File: src/hdl/imuf_pkg.sv
`timescale 1ns / 1ps

package imuf_pkg;

  // frame layout
  localparam int FRAME_LEN   = 11;
  localparam int STORE_DEPTH = 10;
  localparam int READ_DEPTH  = 7;
  localparam int CNT_W       = 4;
  localparam int IDX_W       = $clog2(STORE_DEPTH);

  localparam logic [7:0] HDR_BYTE   = 8'h55;
  localparam logic [7:0] TYPE_RATE  = 8'h52;
  localparam logic [7:0] TYPE_ANGLE = 8'h53;

  // frame kind codes on the result
  localparam logic KIND_RATE  = 1'b0;
  localparam logic KIND_ANGLE = 1'b1;

  // raw/32768*full_scale*128 == raw*full_scale/256
  localparam int ANGLE_PROD_W = 25;
  localparam int RATE_PROD_W  = 28;
  localparam logic signed [ANGLE_PROD_W-1:0] ANGLE_MUL = 25'sd180;
  localparam logic signed [RATE_PROD_W-1:0]  RATE_MUL  = 28'sd2000;
  localparam logic signed [ANGLE_PROD_W-1:0] ANGLE_BIAS = 25'sd255;
  localparam logic signed [RATE_PROD_W-1:0]  RATE_BIAS  = 28'sd255;

  localparam int ANGLE_W = 16;
  localparam int RATE_W  = 19;

  typedef struct packed {
    logic        emit;
    logic        kind;
    logic [15:0] raw_x;
    logic [15:0] raw_y;
    logic [15:0] raw_z;
  } frame_evt_t;

  typedef struct packed {
    logic                      kind;
    logic signed [ANGLE_W-1:0] x_angle;
    logic signed [ANGLE_W-1:0] y_angle;
    logic signed [ANGLE_W-1:0] z_angle;
    logic signed [RATE_W-1:0]  z_rate;
  } result_t;

endpackage

File: src/hdl/imuf_frame_track.sv
`timescale 1ns / 1ps

module imuf_frame_track (
  input  logic                 clk,
  input  logic                 rst,
  input  logic                 fire,
  input  logic [7:0]           rx_byte,
  output imuf_pkg::frame_evt_t evt
);

  logic [imuf_pkg::CNT_W-1:0] byte_count;
  logic                       in_frame;
  logic [7:0]                 frame_bytes [imuf_pkg::STORE_DEPTH];

  logic [imuf_pkg::CNT_W-1:0] count_inc;
  logic [imuf_pkg::CNT_W-1:0] wr_idx;
  logic                       is_hdr;
  logic                       store_wr;
  logic                       done;
  logic [7:0]                 rd [imuf_pkg::READ_DEPTH];

  assign is_hdr    = (rx_byte == imuf_pkg::HDR_BYTE);
  assign count_inc = byte_count + imuf_pkg::CNT_W'(1);
  assign wr_idx    = byte_count - imuf_pkg::CNT_W'(1);
  assign store_wr  = !is_hdr && in_frame && (byte_count != '0) &&
                     (wr_idx < imuf_pkg::CNT_W'(imuf_pkg::STORE_DEPTH));
  assign done      = !is_hdr && in_frame &&
                     (count_inc == imuf_pkg::CNT_W'(imuf_pkg::FRAME_LEN));

  // a byte being stored is forwarded to its read position in the same cycle it is written
  always_comb begin
    for (int k = 0; k < imuf_pkg::READ_DEPTH; k++) begin
      rd[k] = (store_wr && wr_idx == imuf_pkg::CNT_W'(k)) ? rx_byte : frame_bytes[k];
    end
  end

  always_comb begin
    evt.emit  = done && (rd[0] == imuf_pkg::TYPE_RATE || rd[0] == imuf_pkg::TYPE_ANGLE);
    evt.kind  = (rd[0] == imuf_pkg::TYPE_ANGLE) ? imuf_pkg::KIND_ANGLE : imuf_pkg::KIND_RATE;
    evt.raw_x = {rd[2], rd[1]};
    evt.raw_y = {rd[4], rd[3]};
    evt.raw_z = {rd[6], rd[5]};
  end

  always_ff @(posedge clk) begin
    if (rst) begin
      byte_count <= '0;
      in_frame   <= 1'b0;
    end else if (fire) begin
      if (is_hdr) begin
        in_frame   <= 1'b1;
        byte_count <= imuf_pkg::CNT_W'(1);
      end else if (in_frame) begin
        if (done) begin
          in_frame   <= 1'b0;
          byte_count <= '0;
        end else begin
          byte_count <= count_inc;
        end
      end
    end
  end

  always_ff @(posedge clk) begin
    if (fire && store_wr) begin
      frame_bytes[wr_idx[imuf_pkg::IDX_W-1:0]] <= rx_byte;
    end
  end

  a_count_tracks_frame: assert property (@(posedge clk) disable iff (rst)
    in_frame == (byte_count != '0))
    else $error("byte count and frame flag disagree");

  a_emit_in_frame: assert property (@(posedge clk) disable iff (rst)
    evt.emit |-> in_frame)
    else $error("result raised outside a frame");

  a_count_bound: assert property (@(posedge clk) disable iff (rst)
    byte_count < imuf_pkg::CNT_W'(imuf_pkg::FRAME_LEN))
    else $error("byte count ran past frame length");

endmodule

File: src/hdl/imuf_scale.sv
`timescale 1ns / 1ps

module imuf_scale (
  input  imuf_pkg::frame_evt_t evt,
  output imuf_pkg::result_t    res
);

  // truncation toward zero: bias negative products before the shift
  function automatic logic signed [imuf_pkg::ANGLE_W-1:0] angle_of(logic [15:0] raw);
    logic signed [imuf_pkg::ANGLE_PROD_W-1:0] p;
    logic signed [imuf_pkg::ANGLE_PROD_W-1:0] q;
    p = $signed({{(imuf_pkg::ANGLE_PROD_W-16){raw[15]}}, raw}) * imuf_pkg::ANGLE_MUL;
    q = p[imuf_pkg::ANGLE_PROD_W-1] ? p + imuf_pkg::ANGLE_BIAS : p;
    return q[imuf_pkg::ANGLE_W+7:8];
  endfunction

  function automatic logic signed [imuf_pkg::RATE_W-1:0] rate_of(logic [15:0] raw);
    logic signed [imuf_pkg::RATE_PROD_W-1:0] p;
    logic signed [imuf_pkg::RATE_PROD_W-1:0] q;
    p = $signed({{(imuf_pkg::RATE_PROD_W-16){raw[15]}}, raw}) * imuf_pkg::RATE_MUL;
    q = p[imuf_pkg::RATE_PROD_W-1] ? p + imuf_pkg::RATE_BIAS : p;
    return q[imuf_pkg::RATE_W+7:8];
  endfunction

  always_comb begin
    res.kind = evt.kind;
    if (evt.kind == imuf_pkg::KIND_ANGLE) begin
      res.x_angle = angle_of(evt.raw_x);
      res.y_angle = angle_of(evt.raw_y);
      res.z_angle = angle_of(evt.raw_z);
      res.z_rate  = '0;
    end else begin
      res.x_angle = '0;
      res.y_angle = '0;
      res.z_angle = '0;
      res.z_rate  = rate_of(evt.raw_z);
    end
  end

endmodule

File: src/hdl/imu_frame_parser_unit.sv
`timescale 1ns / 1ps

// Frame parser for an IMU serial link: takes one received byte per transfer,
// one transfer per cycle unless the input stalls. A 0x55 byte always starts a new frame; the frame
// completes at eleven bytes, and a type byte of 0x52 gives the z rotation rate
// while 0x53 gives the x, y and z angles, all signed with 7 fractional bits.
// Other frames and stray bytes give nothing. A byte passes through the input
// register and then, once it moves on, its result (if any) is captured in the
// result register that drives the result port. The input stalls only when a
// completing frame finds the result register still holding an untaken result.

module imu_frame_parser_unit (
  input  logic               clk,
  input  logic               rst,
  input  logic               rx_valid,
  output logic               rx_stall,
  input  logic [7:0]         rx_byte,
  output logic               res_valid,
  input  logic               res_stall,
  output logic               frame_kind,
  output logic signed [15:0] x_angle,
  output logic signed [15:0] y_angle,
  output logic signed [15:0] z_angle,
  output logic signed [18:0] z_rate
);

  logic                 s1_vld;
  logic [7:0]           s1_byte;
  imuf_pkg::frame_evt_t evt;
  imuf_pkg::result_t    res;
  logic                 out_free;
  logic                 s1_fire;

  assign out_free = !res_valid || !res_stall;
  assign s1_fire  = s1_vld && (!evt.emit || out_free);
  assign rx_stall = s1_vld && !s1_fire;

  always_ff @(posedge clk) begin
    if (rst) begin
      s1_vld <= 1'b0;
    end else if (!rx_stall) begin
      s1_vld <= rx_valid;
    end
  end

  always_ff @(posedge clk) begin
    if (!rx_stall && rx_valid) begin
      s1_byte <= rx_byte;
    end
  end

  imuf_frame_track u_track (
    .clk     (clk),
    .rst     (rst),
    .fire    (s1_fire),
    .rx_byte (s1_byte),
    .evt     (evt)
  );

  imuf_scale u_scale (
    .evt (evt),
    .res (res)
  );

  always_ff @(posedge clk) begin
    if (rst) begin
      res_valid <= 1'b0;
    end else if (s1_fire && evt.emit) begin
      res_valid <= 1'b1;
    end else if (!res_stall) begin
      res_valid <= 1'b0;
    end
  end

  always_ff @(posedge clk) begin
    if (s1_fire && evt.emit) begin
      frame_kind <= res.kind;
      x_angle    <= res.x_angle;
      y_angle    <= res.y_angle;
      z_angle    <= res.z_angle;
      z_rate     <= res.z_rate;
    end
  end

  a_rise_from_stage: assert property (@(posedge clk) disable iff (rst)
    $rose(res_valid) |-> $past(s1_fire && evt.emit))
    else $error("result appeared without a completed frame");

  a_stall_only_full: assert property (@(posedge clk) disable iff (rst)
    rx_stall |-> s1_vld)
    else $error("input stalled with an empty stage");

  a_emit_lands: assert property (@(posedge clk) disable iff (rst)
    s1_fire && evt.emit |=> res_valid)
    else $error("completed frame result dropped");

  a_no_overwrite: assert property (@(posedge clk) disable iff (rst)
    res_valid && res_stall |-> !(s1_fire && evt.emit))
    else $error("pending result overwritten");

endmodule

File: config.mk
export PLATFORM = sky130hd
export DESIGN_NAME = imu_frame_parser_unit
export DESIGN_NICKNAME = d
export VERILOG_FILES = /design/src/hdl/imuf_pkg.sv /design/src/hdl/imuf_frame_track.sv /design/src/hdl/imuf_scale.sv /design/src/hdl/imu_frame_parser_unit.sv
export SDC_FILE = /design/constraint.sdc
export NUM_CORES = 1
export LEC_CHECK = 0
export ABC_CLOCK_PERIOD_IN_PS = 8700
export BUFFER_PORTS_ARGS = -buffer_cell sky130_fd_sc_hd__buf_2
export CAP_MARGIN = 10
export CORE_UTILIZATION = 45
export CTS_CLUSTER_DIAMETER = 60
export CTS_CLUSTER_SIZE = 10
export DETAILED_ROUTE_END_ITERATION = 10
export PLACE_DENSITY_LB_ADDON = 0.25
export REMOVE_ABC_BUFFERS = 1
export SETUP_SLACK_MARGIN = 0.02
export SYNTH_ARGS = -nofsm -noshare
export SYNTH_HDL_FRONTEND = slang
export SYNTH_SLANG_ARGS = --single-unit
File: constraint.sdc
create_clock -name clk -period 8.7 [get_ports clk]
set_input_delay 0.87 -clock clk [delete_from_list [all_inputs] [get_ports clk]]
set_output_delay 0.87 -clock clk [all_outputs]
set_load 0.005 [all_outputs]
==> key figures, run 1 <==
Pwr
  – Psw: about 0.38 mW
  – Switching share of power: 24.2%
  – P per Cell Area: ~85 nW/um^2
  – Cell Int Power: roughly 1.2 mW
  – P_leak: about 8 nW
  – Seq pwr share: 47.1%
  – Maximum vdd drop: 0.134 mV
  – Combinational share of power: 2.0%
  – Clk pwr share: 50.8%

Clock tree
  – Post-CTS sizing: 0
  – CTS Buffer Depth: 2
  – Post CTS Setup Buffer Count: 0
  – Hold_buf cts: 0
  – CTS H-tree lvls: 4
  – Clock root cell: clkbuf_16
  – Clock latency on the worst-skew pair: 0.45 ns
  – CTS tree: built
  – Num CTS Buffers: 17
  – Clock sinks: 139
  – Clock Pin Slew Worst Setup and Hold Paths: around 0.070 ns

Routing
  – Routed met3 length: about 950 um
  – Wire per inst: 16.1 um
  – Routed Wire Length: 37200 um
  – DR pass1 iterations: 5
  – Initial DRC Count: around 540
  – Remaining DRCs: 0
  – Vias: 12.3k
  – Top layer in use: met4
  – Routed Antenna Nets: 0
  – Drt via density: between 5 and 6
  – Met2 WL: approximately 18000 um
  – DRT met1 WL: 17300 um

Critical path
  – Crit-path slowest cell: or4_4
  – Critical Path Start Type: register
  – Worst Path Max Fanout: 10
  – Most used cell, CP: inv_1
  – Crit end category: register
  – RR Startpoint: u_track.byte_count[0]$_SDFFE_PP0P_
  – Crit path from: u_track.byte_count[0]$_SDFFE_PP0P_
  – Critical Path Max Stage Delay: 0.57 ns
  – Critical path class: reg2reg
  – CP required: around 8.9 ns
  – Crit path arrival time: 8.21 ns

Place
  – Hpwl dp: 29400 um
  – Port-buffer cells: between 80 and 90
  – Gpl congestion: 0.852
  – Placed Cells: 2274

Logic synthesis
  – Ys async rst share: 0%
  – EDFF count, synth: 132
  – Seq cells post-synth: between 100 and 150
  – Syn avg cell area: ~9.6 um^2
  – Post-synthesis cell count: 1747
  – Synth unique cells: 75
  – Prevailing post-synth register cell: edfxtp_1
  – Mapped cell area: 16700 um^2
  – Synth warn: 0
  – Seq/Total Area, Yosys: around a quarter

Global routing
  – Initial antenna violation count: 0
  – GRT overflow: 0
  – Total GRT Usage: 20.5%
  – Maximum number of pins on one net before global-route repair: 69
  – First-pass GRT wire length: 62800 um
  – Number of global-route vias before repair: approximately 13k

Floorplanning
  – Die span in x: approximately 200 um
  – Io pins: 82
  – Area of the core: 36600 um^2
  – DIE AREA: 37900 um^2
  – Die Y: 195 um
  – Row cnt: 70
  – Initial Util: 45.7%

Timing
  – Max Fclk: between 0.1 and 0.15 GHz
  – Period utilisation layout: 92.6%
  – Final setup vio count: 0
  – Setup tns final: 0 ns
  – Worst-Margin Slew: 1.03 ns
  – Final Hold Fails: 0
  – Tmin final: 8.05 ns
  – Max transition margin: between 20% and 30%
  – Fin. max-slew vios: 0
  – Post-Route Skew: 0.0121 ns
  – Unrepaired setup endpoints after global routing: false

Hold path
  – Min-delay src: s1_vld$_SDFFE_PP0N_
  – Hold/Removal Path Class: reg2reg

Status
  – Status: completed

Final layout
  – FF/Latch Area: 4100 um^2
  – Synthesis-to-layout area growth: 9.74%
  – Filler Cells Inserted: 3421
  – Final Non-Filler Cells: 2306
  – Layout cell share with drive strength beyond 1: between 10% and 20%
  – Ant diodes: 0
  – Total Nets Final: approximately 2.2k
  – Multi-input gate area: 11400 um^2

Job
  – Max-cap violations: 0
[cells in the mapped netlist, drive strengths merged, types with 24 or more instances]
library cell | instances | area share (%)
inv | 285 | 6.4
mux2i | 25 | 1.5
a21oi | 75 | 2.2
a21o | 44 | 2.0
edfxtp | 132 | 24
or3 | 24 | 0.90
mux2 | 35 | 2.4
fa | 122 | 15
nand3 | 25 | 0.78
clkbuf | 34 | 0.77
o21ai | 55 | 1.6
nand2 | 74 | 1.7
nor3 | 40 | 1.2
xnor2 | 81 | 4.2
ha | 218 | 16
xor2 | 66 | 3.5
nor2 | 133 | 3.0
[path summary, 6_finish.rpt]
path / to / slack (ns) / depth (start not counted)
hold reg to reg: u_track.in_frame$_SDFFE_PP0P_ / 0.54 / 2
setup reg to reg: z_rate[18]$_SDFFCE_PP0P_ / 0.65 / 26
setup / recovery: z_rate[18]$_SDFFCE_PP0P_ / 0.65 / 26
hold / removal: u_track.in_frame$_SDFFE_PP0P_ / 0.54 / 2
[cells in the final DEF, fill, tap and decap left out, types with 53 or more instances in the layout]
| master | instances |
|---|---|
| a21oi_1 | 75 |
| buf_2 | 81 |
| edfxtp_1 | 132 |
| fa_1 | 122 |
| ha_1 | 218 |
| inv_1 | 285 |
| nand2_1 | 74 |
| nor2_1 | 133 |
| o21ai_0 | 53 |
| xnor2_1 | 81 |
| xor2_1 | 66 |
[registers in the layout, summed over array words and instances (netlist names), 4 cells and up]
name / count
u_track.frame_bytes: 56
z_rate: 19
x_angle: 16
y_angle: 16
z_angle: 16
s1_byte: 8
u_track.byte_count: 4
[logic make-up (layout without fill, tap and decap cells)]
kind of cell	after synthesis	count (layout)	share of synthesized area [%]
xor gates and xnor gates	147	147	7.70
buffers and inverters	327	418	7.39
DFF	139	139	24.5
AOI/OAI and AO/OA	305	305	12.4
and+or+nand+nor	429	429	13.2
muxes	60	60	3.85
adders and majority gates	340	340	30.9
[metrics by stage]
step / power [mW] / setup WS, ns / hold WS (ns) / util (%) / area [um^2]
after floorplan: 0.759 / 1.04 / 0.469 / - / 16600
after global placement: 0.780 / 0.859 / 0.509 / 48.4 / 17700
after detailed placement: 0.780 / 0.658 / 0.532 / 48.4 / 17700
after CTS: 1.57 / 0.608 / 0.541 / 50.1 / 18300
after global routing: 1.59 / 0.0518 / 0.567 / 50.1 / 18300
final: 1.56 / 0.646 / 0.540 / 50.1 / 18300
[layer usage]
layer / track usage, % / vias up
met1: 26.3 / 5854
li1: - / 6230
met3: 2.12 / 40
met2: 36.4 / 169
met4: 6.07 / 0
met5: 0 / -
[final cells by class]
type                       count  area share, %
sequential                   139           22.4
timing repair buffer         101           3.03
inverter                     285           5.83
multi-input combinational   1281           62.2
tap                          468           3.19
clock inverter                15           1.06
clock buffer                  17           2.32
[critical path: cells and delay by family, from the launching register on]
family	cells	cell delay (ns)
adder cells (fa/ha/maj)	7	2.79
AO/OA/AOI/OAI	4	0.81
multiplexers	2	0.74
AND/OR/NAND/NOR	7	2.45
buffers and inverters	6	0.47
flip-flops	1	0.49
[power by group through the flow]
stage | sequential [mW] | combinational, mW | clock [mW]
6_report | 0.733 | 0.0316 | 0.791
5_1_grt | 0.733 | 0.0338 | 0.825
4_1_cts | 0.733 | 0.0324 | 0.803
3_5_place_dp | 0.748 | 0.0325 | 0
3_3_place_gp | 0.748 | 0.0320 | 0
2_1_floorplan | 0.754 | 0.00512 | 0
No activity file was read; power rests on OpenSTA's default activity.
==> run 2, diff against run 1 <==
--- a/config.mk
+++ b/config.mk
@@ -5,7 +5,7 @@
 export SDC_FILE = /design/constraint.sdc
 export NUM_CORES = 1
 export LEC_CHECK = 0
-export ABC_CLOCK_PERIOD_IN_PS = 8700
+export ABC_CLOCK_PERIOD_IN_PS = 9400
 export BUFFER_PORTS_ARGS = -buffer_cell sky130_fd_sc_hd__buf_2
 export CAP_MARGIN = 10
 export CORE_UTILIZATION = 45
==> constraint.sdc (replaced) <==
create_clock -name clk -period 9.4 [get_ports clk]
set_input_delay 0.94 -clock clk [delete_from_list [all_inputs] [get_ports clk]]
set_output_delay 0.94 -clock clk [all_outputs]
set_load 0.005 [all_outputs]
==> run 2 against run 1 <==
Against the previous run: maximum frequency is 2.3% lower; clock skew is 0.0032 ns lower; via count hardly changed; core utilization is 0.27 points lower; clock power is 18% lower; die area stayed put; power is 13% lower; non-clock buffer count is 5 lower; critical endpoint unchanged; highest routed layer unchanged.
==> key figures, run 2 (same netlist as run 1, synthesis figures left out) <==
Timing
  – Period utilisation layout: 87.7% (was 92.6%)
  – Final Hold Fails: 0 (unchanged)
  – Fin. max-slew vios: 0 (unchanged)
  – Tmin final: 8.25 ns (was 8.05 ns)
  – Worst-Margin Slew: 0.998 ns (was 1.03 ns)
  – Unrepaired setup endpoints after global routing: false (unchanged)
  – Setup tns final: 0 ns (unchanged)
  – Final setup vio count: 0 (unchanged)
  – Max Fclk: 0.121 GHz (was 0.124 GHz)
  – Post-Route Skew: 0.00890 ns (was 0.0121 ns)
  – Max transition margin: 31.6% (was 29.6%)

Final layout
  – Commonest non-fill, non-tap cells in the layout: 285 x inv_1, 218 x ha_1, 133 x nor2_1, 132 x edfxtp_1, 122 x fa_1 (unchanged)
  – Synthesis-to-layout area growth: 9.15% (was 9.74%)
  – FF/Latch Area: 4100 um^2 (unchanged)
  – Max reg flops: 56 (unchanged)
  – Post-Route Utilization: 49.8% (was 50.1%)
  – Ant diodes: 0 (unchanged)
  – Commonest non-fill, non-tap cell in the layout: inv_1 (unchanged)
  – Total Nets Final: 2172 (was 2177)
  – Filler Cells Inserted: 3389 (was 3421)
  – Multi-input gate area: 11400 um^2 (unchanged)
  – Layout cell share with drive strength beyond 1: 10.5% (was 10.8%)

Critical path
  – Worst Path Max Fanout: 17 (was 10)
  – Crit path arrival time: 8.40 ns (was 8.21 ns)
  – Most used cell, CP: inv_1 (unchanged)
  – CP required: 9.56 ns (was 8.86 ns)
  – Buf/Inv on CP: 6 (unchanged)
  – Critical Path Max Stage Delay: 0.62 ns (was 0.57 ns)
  – Crit-path slowest cell: edfxtp_1 (was or4_4)
  – Crit end category: register (unchanged)
  – Critical path class: reg2reg (unchanged)
  – Top delay family on crit path: simple AND/OR/NAND/NOR gates (was adder cells)
  – Critical Path Start Type: register (unchanged)

Pwr
  – P_leak: 8.18 nW (was 8.23 nW)
  – P per Cell Area: 74.4 nW/um^2 (was 84.8 nW/um^2)
  – Maximum vdd drop: 0.124 mV (was 0.134 mV)
  – Overall Power: 1.36 mW (was 1.56 mW)

Clock tree
  – Post CTS Setup Buffer Count: 0 (unchanged)
  – Num CTS Buffers: 17 (unchanged)
  – Clock root cell: clkbuf_16 (unchanged)
  – CTS tree: built (unchanged)
  – CTS H-tree lvls: 4 (unchanged)
  – CTS Buffer Depth: 2 (unchanged)
  – Clock Pin Slew Worst Setup and Hold Paths: 0.07 ns (about the same)
  – Post-CTS sizing: 0 (unchanged)
  – Hold_buf cts: 0 (unchanged)
  – Clock sinks: 139 (unchanged)
  – Clock latency on the worst-skew pair: 0.44 ns (was 0.45 ns)

Place
  – Gpl congestion: 0.888 (was 0.852)
  – Port-buffer cells: 81 (unchanged)
  – Hpwl dp: 29900 um (was 29400 um)

Global routing
  – Number of global-route vias before repair: 12.8k (was 12.5k)
  – Total GRT Usage: 20.7% (was 20.5%)
  – Initial antenna violation count: 0 (unchanged)
  – Maximum number of pins on one net before global-route repair: 69 (unchanged)
  – GRT overflow: 0 (unchanged)
  – First-pass GRT wire length: 63200 um (was 62800 um)

Routing
  – Routed Antenna Nets: 0 (unchanged)
  – Vias: 12.3k (about the same)
  – Initial DRC Count: 660 (was 543)
  – Drt via density: 5.34 (was 5.33)
  – Routed Wire Length: 37300 um (was 37200 um)
  – Wire per inst: 16.2 um (was 16.1 um)
  – Remaining DRCs: 0 (unchanged)
  – DR pass1 iterations: 5 (unchanged)

Floorplanning
  – Die span in x: 195 um (unchanged)
  – Initial Util: 45.7% (unchanged)
  – Die Y: 195 um (unchanged)
  – Io pins: 82 (unchanged)
  – Row cnt: 70 (unchanged)
  – Area of the core: 36600 um^2 (unchanged)
  – DIE AREA: 37900 um^2 (unchanged)

Status
  – Status: completed (unchanged)

Job
  – Max-cap violations: 0 (unchanged)

Hold path
  – Hold/Removal Path Class: reg2reg (unchanged)
==> run 2: cell types whose count changed in the layout (fill, tap and decap cells not counted), sizes merged <==
cell,change
buf,-5
bufinv,-2
clkbuf,+1
clkinv,+1
clkinvlp,+1
inv,-1
==> run 2: tightest hold or removal path, cell delays in order (launching register included) <==
cell and delay [ns]:
dfxtp_1 0.31, nand2_1 0.10, a21oi_1 0.07
==> run 2: worst paths after layout <==
| check | from | endpoint | slack, ns | cells past startpoint |
|---|---|---|---|---|
| min reg2reg | res_valid$_SDFFE_PP0P_ | res_valid$_SDFFE_PP0P_ | 0.53 | 2 |
| max reg2reg | s1_byte[5]$_DFFE_PP_ | z_rate[18]$_SDFFCE_PP0P_ | 1.15 | 26 |
| max | s1_byte[5]$_DFFE_PP_ | z_rate[18]$_SDFFCE_PP0P_ | 1.15 | 26 |
| min | res_valid$_SDFFE_PP0P_ | res_valid$_SDFFE_PP0P_ | 0.53 | 2 |
==> run 2: area by class of cell <==
cell class | count | area share (%)
clock buffers | 18 | 2.35
clock inverters | 14 | 0.706
inverters | 285 | 5.86
multi-input cells | 1281 | 62.5
flip-flops and latches | 139 | 22.5
well taps | 468 | 3.21
repair buffers | 96 | 2.84
==> run 2: stage by stage <==
stage	cells	instance area (um^2)	hold slack (ns)	worst slack [ns]
3_5_place_dp	2269	17700	0.519	1.20
4_1_cts	2301	18200	0.537	1.19
6_report	2301	18200	0.532	1.15
2_1_floorplan	1705	16600	0.469	1.74
5_1_grt	2301	18200	0.581	0.679
3_3_place_gp	2269	17700	0.519	1.33
==> run 2: power by group <==
group	switching, mW	internal, mW	leakage, nW
combinational	0.0171	0.00688	6.75
clock	0.303	0.349	0.266
sequential	0.00388	0.677	1.16
==> run 2: per-layer routing <==
metal | routed length (um) | part of all wire [%] | vias up | track usage, %
li1 | - | - | 6216 | -
met1 | 17200 | 46 | 5808 | 26.4
met2 | 18200 | 49 | 208 | 36.5
met3 | 1260 | 3.4 | 49 | 3.04
met4 | 677 | 1.8 | 0 | 5.48
met5 | 0 | 0 | - | 0
==> run 3, diff against run 2 <==
--- a/config.mk
+++ b/config.mk
@@ -6,9 +6,9 @@
 export NUM_CORES = 1
 export LEC_CHECK = 0
 export ABC_CLOCK_PERIOD_IN_PS = 9400
-export BUFFER_PORTS_ARGS = -buffer_cell sky130_fd_sc_hd__buf_2
+export BUFFER_PORTS_ARGS = -buffer_cell sky130_fd_sc_hd__buf_4
 export CAP_MARGIN = 10
-export CORE_UTILIZATION = 45
+export CORE_UTILIZATION = 40
 export CTS_CLUSTER_DIAMETER = 60
 export CTS_CLUSTER_SIZE = 10
 export DETAILED_ROUTE_END_ITERATION = 10
==> run 3 against run 2 <==
Against the previous run: the flow now finishes with violations (DRC); die area grew 12%; wire length grew 1.8%; maximum frequency shrank 0.60%; sequential share of layout area shrank 0.39 points; largest power group is now clock.
==> key figures, run 3 (same netlist as run 1, synthesis figures left out) <==
Floorplanning
  – Initial Util: 40.8% (was 45.7%)
  – Area of the core: 41000 um^2 (was 36600 um^2)
  – DIE AREA: 42600 um^2 (was 37900 um^2)
  – Die Y: 206 um (was 195 um)
  – Io pins: 82 (unchanged)
  – Row cnt: 74 (was 70)
  – Die span in x: 206 um (was 195 um)

Final layout
  – Ant diodes: 0 (unchanged)
  – Commonest non-fill, non-tap cell in the layout: inv_1 (unchanged)
  – Max reg flops: 56 (unchanged)
  – Commonest non-fill, non-tap cells in the layout: 285 x inv_1, 218 x ha_1, 133 x nor2_1, 132 x edfxtp_1, 122 x fa_1 (unchanged)
  – Filler Cells Inserted: 3940 (was 3389)
  – Multi-input gate area: 11400 um^2 (about the same)
  – Synthesis-to-layout area growth: 11.1% (was 9.15%)
  – Post-Route Utilization: 45.3% (was 49.8%)
  – Final Non-Filler Cells: 2365 (was 2301)
  – Total Nets Final: 2173 (was 2172)
  – Layout cell share with drive strength beyond 1: 10.6% (was 10.5%)
  – FF/Latch Area: 4100 um^2 (unchanged)

Clock tree
  – Clock sinks: 139 (unchanged)
  – Clock Pin Slew Worst Setup and Hold Paths: 0.07 ns (about the same)
  – CTS H-tree lvls: 4 (unchanged)
  – Post-CTS sizing: 0 (unchanged)
  – CTS tree: built (unchanged)
  – Hold_buf cts: 0 (unchanged)
  – Num CTS Buffers: 17 (unchanged)
  – CTS Buffer Depth: 2 (unchanged)
  – Post CTS Setup Buffer Count: 0 (unchanged)
  – Clock root cell: clkbuf_16 (unchanged)
  – Clock latency on the worst-skew pair: 0.47 ns (was 0.44 ns)

Critical path
  – Critical Path Start Type: register (unchanged)
  – Worst Path Max Fanout: 13 (was 17)
  – Critical Path Max Stage Delay: 0.56 ns (was 0.62 ns)
  – Buf/Inv on CP: 6 (unchanged)
  – Top delay family on crit path: adder cells (was simple AND/OR/NAND/NOR gates)
  – Crit end category: register (unchanged)
  – Crit-path slowest cell: mux2i_1 (was edfxtp_1)
  – Critical path class: reg2reg (unchanged)
  – Crit path arrival time: 8.48 ns (was 8.40 ns)
  – Most used cell, CP: inv_1 (unchanged)
  – CP required: 9.58 ns (was 9.56 ns)

Routing
  – Routed Antenna Nets: 0 (unchanged)
  – DR pass1 iterations: 8 (was 5)
  – Remaining DRCs: 5 (was 0)
  – Routed Wire Length: 38000 um (was 37300 um)
  – Drt via density: 5.20 (was 5.34)
  – Initial DRC Count: 534 (was 660)
  – Vias: 12.3k (about the same)
  – Wire per inst: 16.1 um (was 16.2 um)

Global routing
  – GRT overflow: 0 (unchanged)
  – Initial antenna violation count: 0 (unchanged)
  – First-pass GRT wire length: 63600 um (was 63200 um)
  – Maximum number of pins on one net before global-route repair: 50 (was 69)
  – Total GRT Usage: 18.9% (was 20.7%)
  – Number of global-route vias before repair: 12.7k (was 12.8k)

Hold path
  – Hold/Removal Path Class: reg2reg (unchanged)

Pwr
  – Maximum vdd drop: 0.128 mV (was 0.124 mV)
  – P per Cell Area: 75.8 nW/um^2 (was 74.4 nW/um^2)
  – P_leak: 8.31 nW (was 8.18 nW)

Timing
  – Tmin final: 8.30 ns (was 8.25 ns)
  – Unrepaired setup endpoints after global routing: false (unchanged)
  – Post-route setup slack: 1.10 ns (was 1.15 ns)
  – Final Hold Fails: 0 (unchanged)
  – Max transition margin: 28.7% (was 31.6%)
  – Period utilisation layout: 88.3% (was 87.7%)
  – Worst-Margin Slew: 1.07 ns (was 0.998 ns)
  – Max Fclk: 0.121 GHz (about the same)
  – WHS: 0.537 ns (was 0.532 ns)
  – Post-Route Skew: 0.0110 ns (was 0.00890 ns)
  – Final setup vio count: 0 (unchanged)
  – Fin. max-slew vios: 0 (unchanged)
  – Setup tns final: 0 ns (unchanged)

Place
  – Port-buffer cells: 81 (unchanged)
  – Hpwl dp: 30300 um (was 29900 um)
  – Placed Cells: 2334 (was 2269)
  – Gpl congestion: 0.861 (was 0.888)
  – Dpl ws: 1.16 ns (was 1.20 ns)

Status
  – Status: complete, but fails checks (was completed)
  – Failing checks: DRC

Job
  – Max-cap violations: 0 (unchanged)
==> run 3: cell types whose count changed in the layout (fill, tap and decap cells not counted), sizes merged <==
| cell | delta |
|---|---|
| buf | +1 |
| clkinv | +1 |
| bufinv | +2 |
| inv | -3 |
| clkbuf | -1 |
==> run 3: cell type report <==
cell class | count | share of cell area, %
clock buffer | 17 | 2.29
clock inverter | 14 | 0.869
inverter | 285 | 5.76
multi-input combinational | 1281 | 61.5
sequential | 139 | 22.1
tap | 532 | 3.58
timing repair buffer | 97 | 3.92
==> run 3: worst register-to-register path: cells and delay by family, from the launching register on <==
kind	cells	cell delay, ns
AO/OA/AOI/OAI	2	0.56
XOR/XNOR	1	0.18
adder cells (fa/ha/maj)	7	2.79
buffers and inverters	6	0.48
flip-flops	1	0.51
multiplexers	2	0.87
AND/OR/NAND/NOR	8	2.64
==> run 3: worst paths after layout <==
path                                        end                                from  cells after the start  slack, ns
setup / recovery       z_rate[16]$_SDFFCE_PP0P_  u_track.byte_count[0]$_SDFFE_PP0P_                     26       1.10
hold / removal    u_track.in_frame$_SDFFE_PP0P_                 s1_vld$_SDFFE_PP0N_                      2       0.54
setup reg to reg       z_rate[16]$_SDFFCE_PP0P_  u_track.byte_count[0]$_SDFFE_PP0P_                     26       1.10
hold reg to reg   u_track.in_frame$_SDFFE_PP0P_                 s1_vld$_SDFFE_PP0N_                      2       0.54
==> run 3: power by group <==
part           leakage (nW)  internal, mW  switching, mW
Sequential             1.16         0.677        0.00251
Combinational          6.88       0.00839         0.0191
Clock                 0.278         0.395          0.307
==> run 3: layer usage <==
| metal | track usage, % | vias to the layer above | share of wire [%] |
|---|---|---|---|
| li1 | - | 6220 | - |
| met1 | 24.1 | 5866 | 46 |
| met2 | 33.1 | 161 | 49 |
| met4 | 5.38 | 0 | 1.5 |
| met5 | 0 | - | 0 |
| met3 | 2.81 | 40 | 2.7 |
==> run 3: per-stage QoR <==
step	cell area, um^2	power [mW]
floorplan	16600	0.703
global placement	18000	0.720
detailed placement	18000	0.721
CTS	18600	1.42
global route	18600	1.44
finish	18600	1.41
